**config.mk**
```make
export PLATFORM = sky130hd
export DESIGN_NAME = spgm_lane
export DESIGN_NICKNAME = d
export VERILOG_FILES = /design/src/hdl/spgm_pkg.sv /design/src/hdl/spgm_lane.sv
export SDC_FILE = /design/constraint.sdc
export NUM_CORES = 2
export LEC_CHECK = 0
export ABC_AREA = 1
export BUFFER_PORTS_ARGS = -buffer_cell sky130_fd_sc_hd__buf_2
export CAP_MARGIN = 20
export CORE_UTILIZATION = 50
export DETAILED_ROUTE_END_ITERATION = 10
export GPL_TIMING_DRIVEN = 0
export PLACE_DENSITY = 0.66
export SLEW_MARGIN = 20
export SYNTH_ARGS = -nofsm -noshare
export SYNTH_HDL_FRONTEND = slang
export SYNTH_SLANG_ARGS = --single-unit
```
**constraint.sdc**
```tcl
create_clock -name clk -period 7.41 [get_ports clk]
set_clock_uncertainty 0.2 [all_clocks]
set_input_delay 1.1115 -clock clk [delete_from_list [all_inputs] [get_ports clk]]
set_output_delay 1.1115 -clock clk [all_outputs]
set_load 0.02 [all_outputs]
```
**src/hdl/spgm_pkg.sv**
```systemverilog
// Shared types and constants for the sample paste gain mixer.
`default_nettype none

package spgm_pkg;

  // Gain format: unsigned Q4.GAIN_FRAC_BITS.
  localparam int GAIN_FRAC_BITS = 20;
  localparam int GAIN_W         = 24;
  localparam int SAMPLE_W       = 16;

  // Doubled source sample (sum of left and right) and the two products.
  localparam int SSUM_W  = SAMPLE_W + 1;
  localparam int PROD_SW = SSUM_W + GAIN_W + 1;
  localparam int PROD_DW = SAMPLE_W + GAIN_W + 1;

  // Sample scale exponents: full scale is 2^7 or 2^15.
  localparam int SCALE_8  = 7;
  localparam int SCALE_16 = 15;

  // Exact mixed sum and its rounded form.
  localparam int SUM_W = PROD_SW + SCALE_16 + 1;
  localparam int RND_W = SUM_W + 1;
  // Width that holds the clip limits at the largest scale.
  localparam int LIM_W = 2 * SCALE_16 + GAIN_FRAC_BITS + 3;
  localparam int CMP_W = (SUM_W > LIM_W) ? SUM_W : LIM_W;
  localparam int SHIFT_W = $clog2(2 * SCALE_16 + GAIN_FRAC_BITS + 2);

  // Configuration port.
  localparam int CFG_IDX_W  = 3;
  localparam int CFG_DATA_W = GAIN_W;

  typedef enum logic [CFG_IDX_W-1:0] {
    REG_SOURCE_IS_16BIT = 3'd0,
    REG_DEST_IS_16BIT   = 3'd1,
    REG_DEST_STEREO     = 3'd2,
    REG_CHANNEL_CHOICE  = 3'd3,
    REG_MIX_MODE        = 3'd4,
    REG_SOURCE_GAIN     = 3'd5,
    REG_DEST_GAIN       = 3'd6
  } cfg_reg_t;

  // Channel choice codes; the unused code behaves as right only.
  localparam logic [1:0] CH_BOTH  = 2'd0;
  localparam logic [1:0] CH_LEFT  = 2'd1;
  localparam logic [1:0] CH_RIGHT = 2'd2;

  typedef struct packed {
    logic signed [SAMPLE_W-1:0] source_left;
    logic signed [SAMPLE_W-1:0] source_right;
    logic signed [SAMPLE_W-1:0] dest_left;
    logic signed [SAMPLE_W-1:0] dest_right;
    logic                       dest_present;
  } in_item_t;

  typedef struct packed {
    logic signed [SAMPLE_W-1:0] out_left;
    logic signed [SAMPLE_W-1:0] out_right;
    logic                       left_clipped;
    logic                       right_clipped;
  } out_item_t;

  // Stage enables and static width settings for one channel lane.
  typedef struct packed {
    logic en1;
    logic en2;
    logic en3;
    logic src16;
    logic dst16;
  } lane_ctl_t;

endpackage

`default_nettype wire

```
**src/hdl/spgm_lane.sv**
```systemverilog
// One channel of the mixer: gain products, exact sum, clip test and rounding.
`default_nettype none

module spgm_lane import spgm_pkg::*; (
  input  logic                        clk,
  input  lane_ctl_t                   ctl,
  input  logic signed [SSUM_W-1:0]    ssum,
  input  logic signed [SAMPLE_W-1:0]  dest,
  input  logic [GAIN_W-1:0]           source_gain,
  input  logic [GAIN_W-1:0]           dest_gain,
  output logic signed [SAMPLE_W-1:0]  value,
  output logic                        clipped
);

  logic signed [PROD_SW-1:0] prod_s;
  logic signed [PROD_DW-1:0] prod_d;
  logic signed [SUM_W-1:0]   num;
  logic signed [SUM_W-1:0]   num_next;
  logic signed [RND_W-1:0]   rsum;
  logic signed [RND_W-1:0]   rsum_next;
  logic                      clip_hi;
  logic                      clip_lo;
  logic                      clip_hi_next;
  logic                      clip_lo_next;
  logic [SHIFT_W-1:0]        sh_e;
  logic [SHIFT_W-1:0]        sh_lo;
  logic signed [CMP_W-1:0]   num_x;
  logic signed [CMP_W-1:0]   hi_lim;
  logic signed [CMP_W-1:0]   lo_lim;
  logic signed [RND_W-1:0]   half;
  logic signed [RND_W-1:0]   shifted;
  logic signed [SAMPLE_W-1:0] full_m1;

  // Stage 1: the two gain products.
  always_ff @(posedge clk) begin
    if (ctl.en1) begin
      prod_s <= PROD_SW'(ssum) * PROD_SW'($signed({1'b0, source_gain}));
      prod_d <= PROD_DW'(dest) * PROD_DW'($signed({1'b0, dest_gain}));
    end
  end

  // Stage 2: bring both products to the common scale and add.
  always_comb begin
    num_next = (ctl.dst16 ? (SUM_W'(prod_s) <<< SCALE_16) : (SUM_W'(prod_s) <<< SCALE_8))
             + (ctl.src16 ? (SUM_W'(prod_d) <<< (SCALE_16 + 1))
                          : (SUM_W'(prod_d) <<< (SCALE_8 + 1)));
  end

  always_ff @(posedge clk) begin
    if (ctl.en2) begin
      num <= num_next;
    end
  end

  // Stage 3: range test against the destination full scale and the rounding add.
  // Rounding half away from zero is a floor shift after adding half, less one
  // for negative sums.
  always_comb begin
    sh_e   = ctl.src16 ? SHIFT_W'(SCALE_16 + 1 + GAIN_FRAC_BITS)
                       : SHIFT_W'(SCALE_8 + 1 + GAIN_FRAC_BITS);
    sh_lo  = sh_e + (ctl.dst16 ? SHIFT_W'(SCALE_16) : SHIFT_W'(SCALE_8));
    num_x  = CMP_W'(num);
    hi_lim = (ctl.dst16 ? CMP_W'((1 << SCALE_16) - 1) : CMP_W'((1 << SCALE_8) - 1)) << sh_e;
    lo_lim = -(CMP_W'(1) << sh_lo);
    clip_hi_next = num_x > hi_lim;
    clip_lo_next = num_x < lo_lim;
    half      = RND_W'(1) << (sh_e - SHIFT_W'(1));
    rsum_next = RND_W'(num) + half - RND_W'(num[SUM_W-1]);
  end

  always_ff @(posedge clk) begin
    if (ctl.en3) begin
      rsum    <= rsum_next;
      clip_hi <= clip_hi_next;
      clip_lo <= clip_lo_next;
    end
  end

  // Final shift and clamp, registered by the top level.
  always_comb begin
    shifted = rsum >>> sh_e;
    full_m1 = ctl.dst16 ? SAMPLE_W'((1 << SCALE_16) - 1) : SAMPLE_W'((1 << SCALE_8) - 1);
    if (clip_hi) begin
      value = full_m1;
    end else if (clip_lo) begin
      value = ~full_m1;
    end else begin
      value = shifted[SAMPLE_W-1:0];
    end
    clipped = clip_hi | clip_lo;
  end

endmodule

`default_nettype wire

```
==> metrics.csv <==
metric;value;unit
status;complete, no violations;
synth_compound_area_share;6.47;%
required;7450;ps
grt_antenna_before_repair;1;
layout_setup_ws;182;ps
gp_congestion;1.01;
crit_path_start_kind;input port;
final_layout_size_suffix_gt1_share;4.82;%
via_per_inst;5.15;
ys.warnings.count;0;
synthXorXnorAreaFrac;1.58;%
cts_root_buffer;clkbuf_16;
area_growth;5.56;%
finalSetupViolations;0;
first_iter_violations;3115;
critPathMaxFanout;10;
seq_area;4800;um2
highest_layer;met4;
finalCritPeriodShare;97.5;%
cap_violations;0;
grt_usage;30.9;%
io_buffers;64;
drv_slew;0;
detail_route.drc_violations;0;
row_count;108;
fin_nets;7441;
routed_wl;134000;um
synth_mux_area_share;0;%
io_pins;104;
clk_latency;480;ps
fillers;8815;
ys_dominant_reg_cell;edfxtp_1;
final_core_util;53.2;%
r2r_end;num[49];
wl_per_cell;18.1;um
core;86800;um2
synth_seq_area_share;11.0;%
synth-simple-area-share;22.5;%
hold_viol_final;0;
syn_inst;6164;
r2r_cells;10;
drt_pass1_iterations;6;
grt_max_degree;52;
tightest_slew;1040;ps
place_ws;-647;ps
yosys.area.top_type;fa_1;
fin_hold_ws;507;ps
grt_pass1_vias;38000;
synthAdderAreaFrac;42.5;%
num_vias;38200;
ys_seq_elements;160;
ys_top_cells_by_area;fa_1, nand2_1, inv_1;
synth_top_family_by_area;adder cells;
m1WireLength;56600;um
cts_buffer_depth;2;
path_class;in -> reg;
place_hpwl;116000;um
avgSynthCellArea;7.10;um2
wl_met3;12100;um
grt_remaining_overflow;0;
die_y;298;um
initial_core_util;50.4;%
synth-async-reset-ratio;0;%
clock_sinks;160;
dieArea;88700;um2
cts_buffers;17;
synth_top_area_share;29.1;%
syn_area;43700;um2
multi_input_area;32000;um2
fp.dieW;298;um
reg2reg_slack;4280;ps
synth_edf_count;160;
cp-end-kind;flip-flop;
grt_pass1_wl;210000;um
slew_headroom;30.6;%
worstSetupStartpoint;dest[15];
cts_tree;done;
crit-reg2reg-launch;prod_s[41];
fmax;138;MHz
htree_levels;4;
antenna_left;0;
clkTransAtPathRegs;70;ps
endpoint;prod_d[31];
worstPathArrival;7270;ps
hold_path_class;reg -> reg;
wl_met2;60900;um
fin_crit;7230;ps
synthDistinctLibCells;44;
[registers in the layout (all words and copies together), names as in the netlist]
signal / count
num: 51
prod_s: 42
prod_d: 41
rsum: 24
clip_hi: 1
clip_lo: 1
[how the worst min path moves through the flow]
| stage | slack [ps] | to | cells past startpoint | from |
|---|---|---|---|---|
| detailed placement | 510 | num[7] | 2 | prod_s[0] |
| finish | 510 | num[7] | 2 | prod_s[0] |
| global placement | 510 | num[7] | 2 | prod_s[0] |
| global route | 530 | num[7] | 2 | prod_s[0] |
| floorplan | 330 | num[7] | 2 | prod_s[0] |
| CTS | 510 | num[7] | 2 | prod_s[0] |
[critical path, cell delays in order]
cell and delay (ps):
buf_2 140, inv_1 280, clkbuf_4 370, nor2_1 100
fa_1 510, fa_1 540, fa_1 540, fa_1 540
fa_1 550, inv_1 50, fa_1 530, inv_1 40
ha_1 350, a21oi_1 250, o21ai_0 380, a21oi_1 240
nand3_1 360, nand2_1 200, nand2_1 70, nand2_1 50
nand2_1 50
[cell families after synthesis]
logic type      after synthesis
xor+xnor                     79
other cells                   2
flops                       160
compound gates              525
fa+ha+maj                  1105
simple gates               2433
buf+inv                    1860
[final cells by class]
type                            instances  area share, %
Timing Repair Buffer                   65          0.748
Clock inverter                         14          0.228
Buffer                                171           1.61
Multi-Input combinational cell       4149           69.2
Inverter                             1685           13.7
Clock buffer                           17          0.921
Tap cell                             1155           3.13
Sequential cell                       160           10.4
Antenna cell                            3         0.0163
[synthesized netlist by cell type, types with 3 or more instances]
| cell type | n |
|---|---|
| xnor2_1 | 17 |
| and2_1 | 7 |
| clkbuf_1 | 170 |
| nand4_1 | 34 |
| o21ai_0 | 206 |
| a21oi_1 | 233 |
| o21a_1 | 12 |
| nand2_2 | 28 |
| nor2_4 | 4 |
| nor3_2 | 8 |
| nor2_2 | 34 |
| nand2_1 | 1788 |
| nor3_1 | 29 |
| o21bai_1 | 30 |
| nand3_2 | 6 |
| inv_2 | 20 |
| a21o_1 | 12 |
| nand3_1 | 144 |
| fa_1 | 636 |
| edfxtp_1 | 160 |
| a31oi_1 | 3 |
| xor2_1 | 62 |
| o21ai_2 | 7 |
| nand3b_1 | 10 |
| o21ai_1 | 10 |
| nor2_1 | 317 |
| inv_1 | 1664 |
| ha_1 | 469 |
| or2_2 | 20 |
| buf_1 | 4 |
[per-layer routing]
layer,GRT usage (%),up-vias
met2,50.3,1368
met5,0,-
met4,9.44,0
met3,6.18,242
li1,-,18300
met1,41.5,18300
[stage by stage]
stage	cell area, um2	setup TNS (ps)	cells
5_1_grt	46200	-12.4	7416
4_1_cts	46100	0	7420
6_report	46200	0	7419
2_1_floorplan	43800	0	6169
3_3_place_gp	45500	-14920	7388
3_5_place_dp	45500	-15140	7389
[placed cells by master (no fill, tap or decap), types with 63 or more instances in the layout]
cell type | netlist | layout
nand2_1 | 1788 | 1788
inv_1 | 1664 | 1664
fa_1 | 636 | 636
ha_1 | 469 | 469
nor2_1 | 317 | 317
a21oi_1 | 233 | 233
o21ai_0 | 206 | 206
edfxtp_1 | 160 | 160
nand3_1 | 144 | 144
clkbuf_1 | 170 | 88
clkbuf_2 | 0 | 76
buf_2 | 1 | 63
[what timing repair did]
item,4_1_cts,5_1_grt
resized for setup,5,151
gates cloned,0,0
hold endpoints to repair,0,0
hold buffers,0,0
setup buffers,0,0
setup endpoints to repair,7,35
Power is left out: the tool's default activity adds up to more than one toggle a clock period on the data nets, which glitch-free logic cannot reach.
